### src/sv/gfau_pkg.sv
// Shared types and constants for the GF(2^8) arithmetic unit.
package gfau_pkg;

    localparam int ELEM_W = 8;
    localparam int KIND_W = 3;
    localparam int STEP_W = 3;

    localparam logic [ELEM_W-1:0] POLY_LOW = 8'h1D;
    localparam logic [ELEM_W-1:0] INV_EXP  = 8'hFE;
    localparam logic [ELEM_W-1:0] ONE      = 8'h01;
    localparam logic [ELEM_W-1:0] ZERO     = 8'h00;

    localparam logic [KIND_W-1:0] KIND_ADD = 3'd0;
    localparam logic [KIND_W-1:0] KIND_SUB = 3'd1;
    localparam logic [KIND_W-1:0] KIND_MUL = 3'd2;
    localparam logic [KIND_W-1:0] KIND_DIV = 3'd3;
    localparam logic [KIND_W-1:0] KIND_POW = 3'd4;
    localparam logic [KIND_W-1:0] KIND_INV = 3'd5;

    typedef enum logic [1:0] {
        ST_IDLE,
        ST_SQUARE,
        ST_MULT,
        ST_FINAL
    } state_t;

endpackage

### src/sv/gfau_mul.sv
// Shift-and-XOR field multiplier over x^8+x^4+x^3+x^2+1.
module gfau_mul (
    input  logic [gfau_pkg::ELEM_W-1:0] x,
    input  logic [gfau_pkg::ELEM_W-1:0] y,
    output logic [gfau_pkg::ELEM_W-1:0] p
);

    always_comb
    begin
        logic [gfau_pkg::ELEM_W-1:0] sh;
        logic [gfau_pkg::ELEM_W-1:0] acc;
        sh  = x;
        acc = gfau_pkg::ZERO;
        for (int i = 0; i < gfau_pkg::ELEM_W; i++)
        begin
            if (y[i])
            begin
                acc = acc ^ sh;
            end
            if (sh[gfau_pkg::ELEM_W-1])
            begin
                sh = {sh[gfau_pkg::ELEM_W-2:0], 1'b0} ^ gfau_pkg::POLY_LOW;
            end
            else
            begin
                sh = {sh[gfau_pkg::ELEM_W-2:0], 1'b0};
            end
        end
        p = acc;
    end

endmodule

### src/sv/gf256_arithmetic_unit.sv
// Top level of the GF(2^8) arithmetic unit: sequencer around one shared multiplier.
//
// A word is taken when start is high and busy is low; its result appears on
// result with done high for exactly one cycle and cannot be held off, so the
// receiver must take it then. All products come from one field multiplier, one
// product per cycle. Add, sub, reserved kinds and zero a (pow, inv) or zero a
// or b (div) finish at the accepting edge, so done rises in the next cycle.
// Mul goes through ST_FINAL, which registers its product. Pow takes 8 squarings
// plus one multiply per set exponent bit. Inverse is a^254; div is b^254 times
// a. Busy is high from acceptance until the edge that loads the result, and a
// new word may be started in the same cycle that done is shown.
module gf256_arithmetic_unit (
    input  logic                        clk,
    input  logic                        rst_n,
    input  logic                        start,
    output logic                        busy,
    input  logic [gfau_pkg::KIND_W-1:0] kind,
    input  logic [gfau_pkg::ELEM_W-1:0] operand_a,
    input  logic [gfau_pkg::ELEM_W-1:0] operand_b,
    output logic                        done,
    output logic [gfau_pkg::ELEM_W-1:0] result
);

    gfau_pkg::state_t state_reg, state_next;

    logic [gfau_pkg::KIND_W-1:0] kind_reg, kind_next;
    logic [gfau_pkg::ELEM_W-1:0] a_reg, a_next;
    logic [gfau_pkg::ELEM_W-1:0] base_reg, base_next;
    logic [gfau_pkg::ELEM_W-1:0] exp_reg, exp_next;
    logic [gfau_pkg::ELEM_W-1:0] acc_reg, acc_next;
    logic [gfau_pkg::STEP_W-1:0] cnt_reg, cnt_next;
    logic [gfau_pkg::ELEM_W-1:0] result_reg, result_next;
    logic                        done_reg, done_next;

    logic [gfau_pkg::ELEM_W-1:0] mul_y;
    logic [gfau_pkg::ELEM_W-1:0] prod;
    logic                        accept;
    logic                        a_zero;
    logic                        b_zero;
    logic                        last_step;
    logic                        pow_end;

    assign accept    = start && (state_reg == gfau_pkg::ST_IDLE);
    assign a_zero    = (operand_a == gfau_pkg::ZERO);
    assign b_zero    = (operand_b == gfau_pkg::ZERO);
    assign last_step = (cnt_reg == '0);
    assign pow_end   = last_step && (((state_reg == gfau_pkg::ST_SQUARE) && !exp_reg[7])
                                     || (state_reg == gfau_pkg::ST_MULT));

    always_comb
    begin
        case (state_reg)
            gfau_pkg::ST_MULT:  mul_y = base_reg;
            gfau_pkg::ST_FINAL: mul_y = a_reg;
            default:            mul_y = acc_reg;
        endcase
    end

    gfau_mul u_mul (
        .x (acc_reg),
        .y (mul_y),
        .p (prod)
    );

    // Next state
    always_comb
    begin
        state_next = state_reg;
        case (state_reg)
            gfau_pkg::ST_IDLE:
            begin
                if (accept)
                begin
                    case (kind)
                        gfau_pkg::KIND_MUL:
                            state_next = gfau_pkg::ST_FINAL;
                        gfau_pkg::KIND_DIV:
                            if (!a_zero && !b_zero)
                            begin
                                state_next = gfau_pkg::ST_SQUARE;
                            end
                        gfau_pkg::KIND_POW, gfau_pkg::KIND_INV:
                            if (!a_zero)
                            begin
                                state_next = gfau_pkg::ST_SQUARE;
                            end
                        default:
                            state_next = gfau_pkg::ST_IDLE;
                    endcase
                end
            end
            gfau_pkg::ST_SQUARE, gfau_pkg::ST_MULT:
            begin
                if (pow_end)
                begin
                    state_next = (kind_reg == gfau_pkg::KIND_DIV) ? gfau_pkg::ST_FINAL
                                                                  : gfau_pkg::ST_IDLE;
                end
                else if ((state_reg == gfau_pkg::ST_SQUARE) && exp_reg[7])
                begin
                    state_next = gfau_pkg::ST_MULT;
                end
                else
                begin
                    state_next = gfau_pkg::ST_SQUARE;
                end
            end
            gfau_pkg::ST_FINAL:
                state_next = gfau_pkg::ST_IDLE;
            default:
                state_next = gfau_pkg::ST_IDLE;
        endcase
    end

    // Datapath and outputs
    always_comb
    begin
        kind_next   = kind_reg;
        a_next      = a_reg;
        base_next   = base_reg;
        exp_next    = exp_reg;
        acc_next    = acc_reg;
        cnt_next    = cnt_reg;
        result_next = result_reg;
        done_next   = 1'b0;
        case (state_reg)
            gfau_pkg::ST_IDLE:
            begin
                if (accept)
                begin
                    kind_next = kind;
                    a_next    = operand_a;
                    acc_next  = gfau_pkg::ONE;
                    cnt_next  = '1;
                    case (kind)
                        gfau_pkg::KIND_ADD, gfau_pkg::KIND_SUB:
                        begin
                            result_next = operand_a ^ operand_b;
                            done_next   = 1'b1;
                        end
                        gfau_pkg::KIND_MUL:
                            acc_next = operand_b;
                        gfau_pkg::KIND_DIV:
                        begin
                            base_next = operand_b;
                            exp_next  = gfau_pkg::INV_EXP;
                            if (a_zero || b_zero)
                            begin
                                result_next = gfau_pkg::ZERO;
                                done_next   = 1'b1;
                            end
                        end
                        gfau_pkg::KIND_POW:
                        begin
                            base_next = operand_a;
                            exp_next  = operand_b;
                            if (a_zero)
                            begin
                                result_next = gfau_pkg::ZERO;
                                done_next   = 1'b1;
                            end
                        end
                        gfau_pkg::KIND_INV:
                        begin
                            base_next = operand_a;
                            exp_next  = gfau_pkg::INV_EXP;
                            if (a_zero)
                            begin
                                result_next = gfau_pkg::ZERO;
                                done_next   = 1'b1;
                            end
                        end
                        default:
                        begin
                            result_next = gfau_pkg::ZERO;
                            done_next   = 1'b1;
                        end
                    endcase
                end
            end
            gfau_pkg::ST_SQUARE, gfau_pkg::ST_MULT:
            begin
                acc_next = prod;
                if ((state_reg == gfau_pkg::ST_MULT) || !exp_reg[7])
                begin
                    exp_next = {exp_reg[gfau_pkg::ELEM_W-2:0], 1'b0};
                    cnt_next = cnt_reg - 1'b1;
                end
                if (pow_end && (kind_reg != gfau_pkg::KIND_DIV))
                begin
                    result_next = prod;
                    done_next   = 1'b1;
                end
            end
            gfau_pkg::ST_FINAL:
            begin
                result_next = prod;
                done_next   = 1'b1;
            end
            default:
                done_next = 1'b0;
        endcase
    end

    always_ff @(posedge clk or negedge rst_n)
    begin
        if (!rst_n)
        begin
            state_reg <= gfau_pkg::ST_IDLE;
            done_reg  <= 1'b0;
        end
        else
        begin
            state_reg <= state_next;
            done_reg  <= done_next;
        end
    end

    always_ff @(posedge clk)
    begin
        kind_reg   <= kind_next;
        a_reg      <= a_next;
        base_reg   <= base_next;
        exp_reg    <= exp_next;
        acc_reg    <= acc_next;
        cnt_reg    <= cnt_next;
        result_reg <= result_next;
    end

    assign busy   = (state_reg != gfau_pkg::ST_IDLE);
    assign done   = done_reg;
    assign result = result_reg;

`ifndef SYNTHESIS
    a_done_idle: assert property (@(posedge clk) disable iff (!rst_n)
        done |-> !busy)
        else $error("result shown while still busy");

    a_busy_end_done: assert property (@(posedge clk) disable iff (!rst_n)
        $fell(busy) |-> done)
        else $error("sequence ended without a result");

    a_xor_quick: assert property (@(posedge clk) disable iff (!rst_n)
        (accept && ((kind == gfau_pkg::KIND_ADD) || (kind == gfau_pkg::KIND_SUB)))
        |=> (done && (result == ($past(operand_a) ^ $past(operand_b)))))
        else $error("add/sub result wrong or late");

    a_zero_quick: assert property (@(posedge clk) disable iff (!rst_n)
        (accept && a_zero && ((kind == gfau_pkg::KIND_DIV) || (kind == gfau_pkg::KIND_POW)
                              || (kind == gfau_pkg::KIND_INV)))
        |=> (done && (result == gfau_pkg::ZERO)))
        else $error("zero operand not short-circuited to zero");

    a_accept_done: assert property (@(posedge clk) disable iff (!rst_n)
        (accept && (kind == gfau_pkg::KIND_MUL)) |=> (busy && !done))
        else $error("mul did not take its multiply step");
`endif

endmodule

### config.mk
export PLATFORM = sky130hd
export DESIGN_NAME = gf256_arithmetic_unit
export DESIGN_NICKNAME = d
export VERILOG_FILES = /design/src/sv/gfau_pkg.sv /design/src/sv/gfau_mul.sv /design/src/sv/gf256_arithmetic_unit.sv
export SDC_FILE = /design/constraint.sdc
export NUM_CORES = 1
export LEC_CHECK = 0
export BUFFER_PORTS_ARGS = -buffer_cell sky130_fd_sc_hd__buf_2
export CELL_PAD_IN_SITES_DETAIL_PLACEMENT = 2
export CELL_PAD_IN_SITES_GLOBAL_PLACEMENT = 2
export CORE_MARGIN = 1.5
export CORE_UTILIZATION = 34
export CTS_CLUSTER_SIZE = 30
export DETAILED_ROUTE_END_ITERATION = 16
export PLACE_DENSITY_LB_ADDON = 0.1
export SYNTH_ARGS = -nofsm -noshare
export SYNTH_HDL_FRONTEND = slang
export SYNTH_SLANG_ARGS = --single-unit
### constraint.sdc
create_clock -name clk -period 2.6 [get_ports clk]
set_input_delay 0.13 -clock clk [delete_from_list [all_inputs] [get_ports clk]]
set_output_delay 0.13 -clock clk [all_outputs]
set_load 0.05 [all_outputs]
# After elaboration in Yosys (flattened, before gate mapping)
# Cells that the tools add are included.
# W data, S select, Z words.
dict set report classes {
  n_addsub 1
  n_bitwise 15
  muxes 47
  n_reduce_logical 31
  eq_ne 19
}
# cell count
set op_table {}
lappend op_table {{$mux W8} 16}
lappend op_table {{$pmux W8 S2} 5}
lappend op_table {{$xor A8 B8 Y8} 8}
lappend op_table {{$mux W5} 7}
lappend op_table {{$pmux W8 S4} 1}
lappend op_table {{$not A4 Y4} 7}
lappend op_table {{$pmux W8 S3} 1}
lappend op_table {{$logic_not A8 Y1} 2}
lappend op_table {{$mux W2} 6}
lappend op_table {{$ne A3 B3 Y1 const B} 4}
lappend op_table {{$pmux W2 S3} 2}
lappend op_table {{$eq A3 B2 Y1 const B} 3}
lappend op_table {{$reduce_and A3 Y1} 3}
lappend op_table {{$ne A2 B2 Y1 const B} 4}
lappend op_table {{$reduce_or A2 Y1} 4}
lappend op_table {{$eq A3 B3 Y1 const B} 2}
lappend op_table {{$logic_and A1 B1 Y1} 6}
lappend op_table {{$logic_not A3 Y1} 2}
lappend op_table {{$mux W3} 2}
lappend op_table {{$ne A3 B2 Y1 const B} 2}
lappend op_table {{$pmux W1 S3} 2}
lappend op_table {{$pmux W3 S2} 1}
lappend op_table {{$reduce_bool A2 Y1} 3}
lappend op_table {{$reduce_and A5 Y1} 1}
lappend op_table {{10 further kinds} 19}
dict set report word_totals {
  output_inout_bits 10
  register_bits 49
  inputBits 22
}

# Longest topological paths before layout
# Gate-level depths: netlist (run 1).
dict set report logic_depth {
  ltp_word 19
  depth_mapped 12
  depth_no_buf 9
}

# By module
# From an unflattened synthesis (run 1), not the netlist that was laid out.
dict set report hier_totals {
  cells_unflattened 382
  area_unflattened_um2 3644.7
}
# mod cells_each n_inst area_per_inst_um2
set by_module_without_submodules {}
lappend by_module_without_submodules {gf256_arithmetic_unit 217 1 2469.9}
lappend by_module_without_submodules {gfau_mul 165 1 1174.9}

# Worst setup path after synthesis (run 1)
# OpenSTA, ideal clock, no wires.
dict set report synth_path {
  path_type {reg-to-reg}
  start {register state_reg[0]}
  end {register exp_reg[0] (netlist bit) (enable)}
  arrival_ps 2429
  stages_incl_launch_ff 8
  required_time_ps 2215
  path_slack_ps -214
  path_buffers 1
  cell_sequence {dfrtp_1 > inv_1 > ha_1 > clkbuf_1 > and2_1 > or2_2 > o21a_1 > a21boi_0}
}
dict set report synth_between {
  elab_chain_cells 4
  elab_cells_between_ends 11
}
# element line
set synth_lines {}
lappend synth_lines {{start, declared} gf256_arithmetic_unit.sv:24} ;# gfau_pkg::state_t state_reg, state_next;
lappend synth_lines {{start signal, assigned} gf256_arithmetic_unit.sv:209} ;# state_reg <= gfau_pkg::ST_IDLE;
lappend synth_lines {{start signal, assigned} gf256_arithmetic_unit.sv:214} ;# state_reg <= state_next;
lappend synth_lines {{$eq A2 B1 Y1 (tied with other cells)} gf256_arithmetic_unit.sv:126} ;# case (state_reg)
lappend synth_lines {{$reduce_or A2 Y1 (tied with other cells)} gf256_arithmetic_unit.sv:126}
lappend synth_lines {{$ne A2 B2 Y1 (no line) or $reduce_bool A2 Y1 (tied branches)} n/a}
lappend synth_lines {{$reduce_and A4 Y1 (no line) (*)} n/a}
lappend synth_lines {{end signal, assigned} gf256_arithmetic_unit.sv:224} ;# exp_reg <= exp_next;
lappend synth_lines {{end, declared} gf256_arithmetic_unit.sv:29} ;# logic [gfau_pkg::ELEM_W-1:0] exp_reg, exp_next;
# Every way passes the cells marked *; elsewhere a longest branch is shown, timed or not.
# A chain may end at the register's enable or synchronous reset.

# Worst setup path after layout (run 1)
dict set report layout_path {
  start {register state_reg[0]}
  end {register acc_reg[2] (netlist bit) (data pin)}
}
dict set report layout_between {
  elab_chain_cells 18
  elab_cells_between_ends 22
}
# element line
set layout_lines {}
lappend layout_lines {{$eq A2 B2 Y1 (on tied branches)} {gf256_arithmetic_unit.sv:52, gf256_arithmetic_unit.sv:126}}
lappend layout_lines {{$pmux W8 S2} gf256_arithmetic_unit.sv:52} ;# case (state_reg)
lappend layout_lines {{$mux W8} gfau_mul.sv:16} ;# if (y[i])
lappend layout_lines {{$xor A8 B8 Y8} gfau_mul.sv:18} ;# acc = acc ^ sh;
lappend layout_lines {{$mux W8} gfau_mul.sv:16}
lappend layout_lines {{$xor A8 B8 Y8} gfau_mul.sv:18}
lappend layout_lines {{$mux W8} gfau_mul.sv:16}
lappend layout_lines {{$xor A8 B8 Y8} gfau_mul.sv:18}
lappend layout_lines {{[3 not listed]} n/a}
lappend layout_lines {{$xor A8 B8 Y8} gfau_mul.sv:18}
lappend layout_lines {{$mux W8} gfau_mul.sv:16}
lappend layout_lines {{$xor A8 B8 Y8} gfau_mul.sv:18}
lappend layout_lines {{$mux W8} gfau_mul.sv:16}
lappend layout_lines {{$xor A8 B8 Y8} gfau_mul.sv:18}
lappend layout_lines {{$mux W8} gfau_mul.sv:16}
lappend layout_lines {{$pmux W8 S2 (*)} gf256_arithmetic_unit.sv:126}
lappend layout_lines {{net acc_next, one bit} gf256_arithmetic_unit.sv:30} ;# logic [gfau_pkg::ELEM_W-1:0] acc_reg, acc_next;
lappend layout_lines {{end signal, assigned} gf256_arithmetic_unit.sv:225} ;# acc_reg <= acc_next;
lappend layout_lines {{end, declared} gf256_arithmetic_unit.sv:30}
# The timed path passes the listed nets; every way through them passes the cells marked *.

==> results by group, run 1 <==
Global routing
  – Antenna violations before repair: 0
  – GRT Total Usage: 0.238
  – Vias in the first global route: around 3800
  – Largest net degree at the start of global routing: 22
  – Grt total ovfl: 0
  – First-pass GRT wire length: 21000 um

Final layout
  – Area of the multi-input gates: 0.00237 mm2
  – Layout fillers: about 1200
  – Share of layout cells above drive strength 1: 0.313
  – N_diodes: 0
  – Synth-to-Final Area Change: 27.4%
  – Register area: around 0.0015 mm2
  – Final Core Density: 0.446
  – Nets@finish: about 520

Critical path
  – RR Endpoint: acc_reg[2]$_DFFE_PP_
  – Crit end category: register
  – Crit path to: acc_reg[2]$_DFFE_PP_
  – CP cell instances: inv_2 -> ha_2 -> buf_8 -> or3b_4 -> and2_4 -> o31ai_4 -> nor3_2 -> xnor3_1 -> xnor2_1 -> a22o_1
  – Worst setup path class: register to register
  – RR Startpoint: state_reg[0]$_DFFE_PN0P_
  – Max stage delay on crit path: 0.44 ns
  – Crit path DAT: between 2 and 3 ns
  – Crit path from: state_reg[0]$_DFFE_PN0P_
  – Critical path's slowest cell: or3b_4
  – CP max FO: 12
  – WP data required: around 2.7 ns
  – R2r worst-path depth: 10
  – Worst Setup Start Kind: register
  – Flop2flop setup slack: -0.13 ns

STA
  – Worst Tran Pin Value: 1.01 ns
  – Final hold vios: 0
  – Min cycle time layout: about 2.7 ns
  – Slew margin rel.: 0.327
  – Peak Freq: approximately 370 MHz
  – Clock Skews: approximately 0.011 ns
  – RSZ-0062 raised after global routing: true
  – Tcrit/Tclk final: 1.05
  – Final setup vio count: 12
  – Worst setup margin: -0.132 ns
  – Max Slew Vio Count: 0

Logic synthesis
  – FF+latch count, synth: just under 50
  – Synth warnings: 0
  – Top_reg_cell synth: edfxtp_1
  – Post-Synthesis Cell Area: approximately 0.0038 mm2
  – Post-synth top area share: 0.363
  – Cell taking the most area after synthesis: edfxtp_1
  – Post-synthesis cell type count: 54
  – Syn_nets: 441
  – Most area-consuming cells after synthesis: edfxtp_1, xnor2_1, nand2_1
  – Number of flops mapped to enable cells by yosys: 46
  – Register area share after synthesis: 0.383
  – Asr flop ratio synth: 0.0612
  – Post-Synthesis Cells: ~410
  – Syn avg cell area: approximately 9.2 um2

Worst hold path
  – HP Class: input port to register

Place
  – GP Congestion: around 0.86
  – IO Port Bufs: 31
  – Dpl ws: -0.272 ns
  – DP HPWL: 10800 um

Drt
  – WL final: between 10000 and 15000 um
  – Vias per cell: about 5.4
  – Wire per inst: roughly 21 um
  – Drc violations: 0
  – Iter 0 DRT Violations: 120
  – DR pass1 iterations: 4
  – Routed Antenna Nets: 0
  – Vias after detailed routing: between 3000 and 4000

Floorplan
  – I/O Pins: 32
  – CORE AREA: roughly 0.011 mm2
  – Die extent in x: approximately 110 um
  – Area of the die: between 0.01 and 0.015 mm2
  – Num rows: 38
  – Initial Utilization: 0.350
  – Height of the chip: between 100 and 150 um

Clock network
  – Clock Tree Root: clkbuf_8
  – Maximum buffer depth of the clock tree: 2
  – Num CTS Buffers: 5
  – Worst skew pair latency: 0.30 ns
  – H-tree level count: 2
  – Sink Count: 49
  – Clock transition at path regs: 0.10 ns
  – CTS tree: built

Status
  – Failing checks: setup timing
  – Status: finished with violations

Flow run
  – Max-cap viol count: 0
[placed cells by master (no fill, tap or decap), types with 4 or more instances in the layout]
master | synthesis | final
mux2i_1 | 4 | 4
edfxtp_1 | 46 | 46
xor2_1 | 18 | 16
nand2_1 | 52 | 51
xnor2_2 | 0 | 9
xnor2_1 | 56 | 47
o22ai_1 | 6 | 6
o2bb2ai_1 | 7 | 6
inv_1 | 17 | 16
o21ai_0 | 16 | 14
a22oi_1 | 8 | 5
nor3_1 | 7 | 5
a22o_1 | 11 | 10
nand2b_1 | 5 | 5
a21oi_1 | 21 | 20
buf_4 | 1 | 65
ha_1 | 6 | 4
or2_2 | 5 | 4
buf_2 | 7 | 31
clkbuf_8 | 0 | 5
nor2_1 | 39 | 36
nor4_1 | 7 | 6
nor2b_1 | 4 | 4
[metal layers]
metal	global-route usage	up-vias	part of all wire
met5	0	-	0
met4	0.0742	0	0.022
met3	0.0179	16	0.024
met2	0.456	54	0.55
met1	0.280	1759	0.40
li1	-	1613	-
[stage by stage]
step	instances	setup TNS [ns]	instance area (um2)	hold slack [ns]
final	635	-0.664	4850	0.0713
after global routing	635	-2.01	4850	0.0727
after CTS	634	-0.570	4730	0.0647
after detailed placement	623	-2.66	4510	-0.0654
after global placement	623	-1.31	4510	-0.0708
after floorplan	413	0	3810	-0.166
[cells in the mapped netlist, types with 2 or more instances]
cell,number
o221ai_1,2
a31oi_1,3
or3b_1,2
a32oi_1,2
nand2b_1,5
or2_2,5
buf_2,7
o22ai_1,6
ha_1,6
o211ai_1,3
nand2_1,52
nor3_1,7
a211oi_1,2
mux2i_1,4
o41ai_1,2
buf_1,3
xnor2_1,56
dfrtp_1,3
edfxtp_1,46
inv_1,17
xor2_1,18
nor3b_1,4
clkbuf_1,12
o21ai_0,16
and2_1,4
a21oi_1,21
nor2b_1,4
o21a_1,2
nor4_1,7
nand3_1,2
xnor3_1,3
or3_1,2
a22o_1,11
buf_6,3
o2bb2ai_1,7
a22oi_1,8
nor2_1,39
[critical path: cells and delay by family, from the launching register on]
kind / cells / cell delay (ns)
AOI/OAI and AO/OA: 2 / 0.44
xor gates and xnor gates: 2 / 0.54
adders and majority gates: 1 / 0.21
buffers and inverters: 2 / 0.21
DFF: 1 / 0.39
and+or+nand+nor: 3 / 0.72
[cell type report]
| type | instances | share of cell area |
|---|---|---|
| Clock buffer | 5 | 0.0142 |
| Tap cell | 140 | 0.0361 |
| Sequential cell | 49 | 0.300 |
| Multi-Input combinational cell | 320 | 0.489 |
| Inverter | 18 | 0.0139 |
| Clock inverter | 3 | 0.00258 |
| Timing Repair Buffer | 100 | 0.144 |
[timing repair]
action	4_1_cts	5_1_grt
setup buffers	2	1
endpoints found under the hold margin	3	0
hold buffers	1	0
pin swaps	13	8
endpoints found under the setup margin	16	16
gates resized for setup	26	22
[logic make-up after synthesis]
logic type,Yosys count,synth area share
mux,5,0.0135
compound gates,93,0.168
buf+inv,44,0.0526
xor+xnor,78,0.195
flops,49,0.383
fa+ha+maj,6,0.0197
simple gates,138,0.169
[how the worst min path moves through the flow]
stage	start	end	slack, ns	cells after the start
3_3_place_gp	rst_n	done$_DFF_PN0_	-0.07	1
3_5_place_dp	rst_n	done$_DFF_PN0_	-0.07	1
2_1_floorplan	rst_n	done$_DFF_PN0_	-0.17	0
4_1_cts	kind[2]	kind_reg[2]$_DFFE_PP_	0.06	1
5_1_grt	operand_a[3]	a_reg[3]$_DFFE_PP_	0.07	1
6_report	kind[1]	kind_reg[1]$_DFFE_PP_	0.07	1
Power of run 1 is left out: the tool's default activity adds up to more than one toggle a clock period on the data nets, which glitch-free logic cannot reach.
==> run 2: changes to the inputs <==
--- a/config.mk
+++ b/config.mk
@@ -5,9 +5,11 @@
 export SDC_FILE = /design/constraint.sdc
 export NUM_CORES = 1
 export LEC_CHECK = 0
+export ABC_CLOCK_PERIOD_IN_PS = 2400
 export BUFFER_PORTS_ARGS = -buffer_cell sky130_fd_sc_hd__buf_2
 export CELL_PAD_IN_SITES_DETAIL_PLACEMENT = 2
 export CELL_PAD_IN_SITES_GLOBAL_PLACEMENT = 2
+export CORE_ASPECT_RATIO = 1.1
 export CORE_MARGIN = 1.5
 export CORE_UTILIZATION = 34
 export CTS_CLUSTER_SIZE = 30
==> constraint.sdc (replaced) <==
create_clock -name clk -period 2.4 [get_ports clk]
set_input_delay 0.12 -clock clk [delete_from_list [all_inputs] [get_ports clk]]
set_output_delay 0.12 -clock clk [all_outputs]
set_load 0.05 [all_outputs]
==> results by group, run 2 (same netlist as run 1, synthesis figures left out) <==
Floorplan
  – CORE AREA: approximately 0.011 mm2
  – Die extent in x: 104 um
  – Initial Utilization: 0.349
  – Area of the die: 0.0118 mm2
  – Height of the chip: roughly 110 um
  – I/O Pins: 32
  – Num rows: 40

Final layout
  – Commonest non-fill, non-tap cell in the layout: buf_4
  – N_diodes: 0
  – Area of the multi-input gates: between 0.002 and 0.0025 mm2
  – Nets@finish: approximately 560
  – Synth-to-Final Area Change: 38.5%
  – Share of layout cells above drive strength 1: 0.363
  – Register area: 0.00146 mm2
  – Layout fillers: around 1200
  – Most frequent cells in the layout: buf_4, xnor2_1, nand2_1, edfxtp_1, nor2_1

Global routing
  – Grt total ovfl: 0
  – GRT Total Usage: 0.266
  – Antenna violations before repair: 0
  – Largest net degree at the start of global routing: 20
  – Vias in the first global route: just over 4000
  – First-pass GRT wire length: 23700 um

Status
  – Status: finished with violations
  – Failing checks: setup timing

STA
  – Peak Freq: between 300 and 400 MHz
  – Fin Hold WS: 0.0890 ns
  – Final setup vio count: 16
  – Max Slew Vio Count: 0
  – Final hold vios: 0
  – Min cycle time layout: 2.80 ns
  – Tcrit/Tclk final: 1.17
  – Worst setup margin: -0.404 ns
  – Slew margin rel.: 0.615
  – Clock Skews: 0.00403 ns
  – Worst Tran Pin Value: approximately 0.57 ns
  – RSZ-0062 raised after global routing: true

Critical path
  – Worst Setup Start Kind: register
  – WP data required: roughly 2.4 ns
  – Flop2flop setup slack: -0.40 ns
  – CP max FO: 13
  – Worst setup path class: register to register
  – Crit path DAT: 2.82 ns
  – Crit end category: register

Clock network
  – Clock transition at path regs: roughly 0.06 ns
  – Num CTS Buffers: 5
  – Maximum buffer depth of the clock tree: 2
  – Worst skew pair latency: 0.29 ns
  – H-tree level count: 2
  – Clock Tree Root: clkbuf_16
  – Sink Count: 49
  – CTS tree: built

Place
  – GP Congestion: approximately 0.87
  – IO Port Bufs: 31
  – DP HPWL: about 12000 um

Drt
  – Vias per cell: between 5 and 6
  – Drc violations: 0
  – Routed Antenna Nets: 0
  – DR pass1 iterations: 4
  – Wire per inst: between 20 and 25 um
  – WL final: around 16000 um
  – Iter 0 DRT Violations: roughly 130
  – Vias after detailed routing: approximately 3700

Worst hold path
  – HP Class: input port to register

Flow run
  – Max-cap viol count: 0
==> run 2: cell count changes in the layout (fill, tap and decap cells not counted), moves of 4 or more <==
cell / delta
xnor2_1: +5
xnor2_2: -5
clkbuf_8: -5
clkbuf_16: +5
buf_4: +29
buf_12: +4
==> run 2: repair_timing <==
action	in CTS	in global routing
endpoints found under the setup margin	24	33
resized for setup	18	26
endpoints found under the hold margin	3	0
pin swaps	5	4
buffers inserted	10	4
hold buffers	1	0
==> run 2: worst max-delay path, cell delays in order (launching register included) <==
cell	delay, ns
dfrtp_2	0.45
ha_4	0.23
buf_4	0.15
a22o_4	0.29
buf_4	0.16
nor4_2	0.32
a21oi_1	0.14
o2111ai_1	0.35
xnor2_1	0.18
buf_4	0.17
o22ai_1	0.09
==> run 2: worst paths after layout <==
| kind | start | to | cells after the start |
|---|---|---|---|
| min in group asynchronous | rst_n | done$_DFF_PN0_ | 2 |
| worst min register to register | cnt_reg[0]$_SDFFCE_PP1P_ | cnt_reg[0]$_SDFFCE_PP1P_ | 1 |
| max in group asynchronous | rst_n | state_reg[1]$_DFFE_PN0P_ | 2 |
| worst max register to register | state_reg[1]$_DFFE_PN0P_ | result[0]$_DFFE_PP_ | 10 |
| worst min-delay path | kind[1] | kind_reg[1]$_DFFE_PP_ | 1 |
| worst max-delay path | state_reg[1]$_DFFE_PN0P_ | result[0]$_DFFE_PP_ | 10 |
==> run 2: routing by layer <==
metal | global-route usage | share of wire | vias up
met5 | 0 | 0 | -
met4 | 0.144 | 0.057 | 0
met3 | 0.0303 | 0.026 | 51
met2 | 0.510 | 0.55 | 98
met1 | 0.285 | 0.37 | 1845
li1 | - | - | 1673
==> run 2: area by class of cell <==
class                   instances  area share
inverters                      18      0.0128
clock inverters                 1    0.000949
clock buffers                   5      0.0237
multi-input cells             320       0.462
well taps                     147      0.0349
repair buffers                133       0.189
flip-flops and latches         49       0.277
==> run 2: stage by stage <==
| stage | util | instance area [um2] | setup slack [ns] | cells | TNS (ns) |
|---|---|---|---|---|---|
| 6_report | 0.483 | 5280 | -0.404 | 673 | -5.14 |
| 5_1_grt | 0.483 | 5280 | -0.492 | 673 | -7.02 |
| 4_1_cts | 0.468 | 5100 | -0.332 | 669 | -4.38 |
| 3_5_place_dp | 0.439 | 4790 | -0.446 | 652 | -5.90 |
| 3_3_place_gp | 0.439 | 4790 | -0.317 | 652 | -3.83 |
| 2_1_floorplan | - | 3880 | -0.166 | 413 | -0.805 |
Power of run 2 is left out for the same reason.
==> run 3: changes to the inputs <==
--- a/config.mk
+++ b/config.mk
@@ -14,7 +14,7 @@
 export CORE_UTILIZATION = 34
 export CTS_CLUSTER_SIZE = 30
 export DETAILED_ROUTE_END_ITERATION = 16
-export PLACE_DENSITY_LB_ADDON = 0.1
+export PLACE_DENSITY = 0.76
 export SYNTH_ARGS = -nofsm -noshare
 export SYNTH_HDL_FRONTEND = slang
 export SYNTH_SLANG_ARGS = --single-unit
==> results by group, run 3 (same netlist as run 1, synthesis figures left out) <==
STA
  – Peak Freq: roughly 360 MHz
  – Final setup vio count: 24
  – Tcrit/Tclk final: 1.15
  – Slew margin rel.: 0.640
  – Worst Tran Pin Value: around 0.54 ns
  – Fin Hold WS: just under 0.08 ns
  – Min cycle time layout: 2.76 ns
  – Max Slew Vio Count: 0
  – Setup TNS: -3.96 ns
  – Worst setup margin: -0.359 ns
  – RSZ-0062 raised after global routing: true
  – Clock Skews: a little under 0.007 ns
  – Final hold vios: 0

Critical path
  – Worst Setup Start Kind: register
  – Crit path DAT: ~2.8 ns
  – WP data required: around 2.4 ns
  – CP max FO: 9
  – Crit end category: register
  – Worst setup path class: register to register

Drt
  – Drc violations: 0
  – Vias per cell: about 5.5
  – WL final: about 16000 um
  – Routed Antenna Nets: 0
  – DR pass1 iterations: 7
  – Iter 0 DRT Violations: 100
  – Wire per inst: approximately 24 um
  – Vias after detailed routing: between 3000 and 4000

Floorplan
  – CORE AREA: 0.0109 mm2
  – I/O Pins: 32
  – Area of the die: 0.0118 mm2
  – Initial Utilization: 0.349
  – Die extent in x: 104 um
  – Height of the chip: approximately 110 um
  – Num rows: 40

Place
  – DP HPWL: between 10000 and 15000 um
  – IO Port Bufs: 31
  – GP Congestion: 0.888
  – Placed cells: approximately 650
  – Dpl ws: -0.547 ns

Final layout
  – Synth-to-Final Area Change: 39.6%
  – Final cell count without fillers: 667
  – Nets@finish: ~550
  – N_diodes: 0
  – Commonest non-fill, non-tap cell in the layout: buf_4
  – Share of layout cells above drive strength 1: 0.387
  – Register area: between 0.001 and 0.0015 mm2
  – Area of the multi-input gates: approximately 0.0026 mm2
  – Most frequent cells in the layout: buf_4, nand2_1, edfxtp_1, xnor2_1, buf_2
  – Layout fillers: between 1000 and 1500

Clock network
  – H-tree level count: 2
  – Clock transition at path regs: ~0.070 ns
  – Worst skew pair latency: approximately 0.3 ns
  – Sink Count: 49
  – Clock Tree Root: clkbuf_16
  – CTS tree: built
  – Maximum buffer depth of the clock tree: 2
  – Num CTS Buffers: 5

Global routing
  – Largest net degree at the start of global routing: 20
  – GRT Total Usage: 0.277
  – Antenna violations before repair: 0
  – First-pass GRT wire length: 24600 um
  – Grt total ovfl: 0
  – Vias in the first global route: ~4300

Worst hold path
  – HP Class: input port to register

Status
  – Status: finished with violations
  – Failing checks: setup timing

Flow run
  – Max-cap viol count: 0
[run 3: final timing paths]
| kind | startpoint | to | slack, ns | depth (start not counted) |
|---|---|---|---|---|
| worst max-delay path | state_reg[0]$_DFFE_PN0P_ | result[0]$_DFFE_PP_ | -0.36 | 10 |
| worst min-delay path | kind[1] | kind_reg[1]$_DFFE_PP_ | 0.08 | 1 |
| worst max register to register | state_reg[0]$_DFFE_PN0P_ | result[0]$_DFFE_PP_ | -0.36 | 10 |
| worst min register to register | cnt_reg[0]$_SDFFCE_PP1P_ | cnt_reg[0]$_SDFFCE_PP1P_ | 0.58 | 1 |
| max in group asynchronous | rst_n | state_reg[0]$_DFFE_PN0P_ | 2.14 | 2 |
| min in group asynchronous | rst_n | state_reg[1]$_DFFE_PN0P_ | 0.14 | 2 |
[run 3: repair_timing]
action                                 in CTS  in global routing
setup endpoints to repair                  32                 33
hold buffers                                1                  0
resized for setup                          48                 28
endpoints found under the hold margin       3                  0
pin swaps                                  13                 17
setup buffers                              11                  2
[run 3: critical path: stages (launching register included)]
cell and delay [ns]:
dfrtp_2 0.43, inv_4 0.06, ha_4 0.20, or3b_4 0.42
nand2_2 0.12, nand2_1 0.10, xnor3_1 0.35, xor2_1 0.33
xnor2_2 0.20, buf_4 0.17, o22ai_1 0.07
[run 3: layout make-up]
| class | count | area share |
|---|---|---|
| clock buffers | 5 | 0.0235 |
| clock inverters | 3 | 0.00235 |
| inverters | 18 | 0.0132 |
| multi-input cells | 320 | 0.480 |
| flip-flops and latches | 49 | 0.275 |
| well taps | 147 | 0.0346 |
| repair buffers | 125 | 0.171 |
[run 3: stage by stage]
stage               cell area, um2  utilization
global placement              4690        0.429
detailed placement            4690        0.429
floorplan                     3880            -
global route                  5310        0.487
finish                        5310        0.487
CTS                           5150        0.472
[run 3: metal layers]
layer  GRT usage  part of all wire  vias up
met3      0.0223             0.022       38
met1       0.297              0.37     1864
met4       0.121             0.041        0
li1            -                 -     1668
met5           0                 0        -
met2       0.551              0.57       85
Power of run 3 is left out for the same reason.
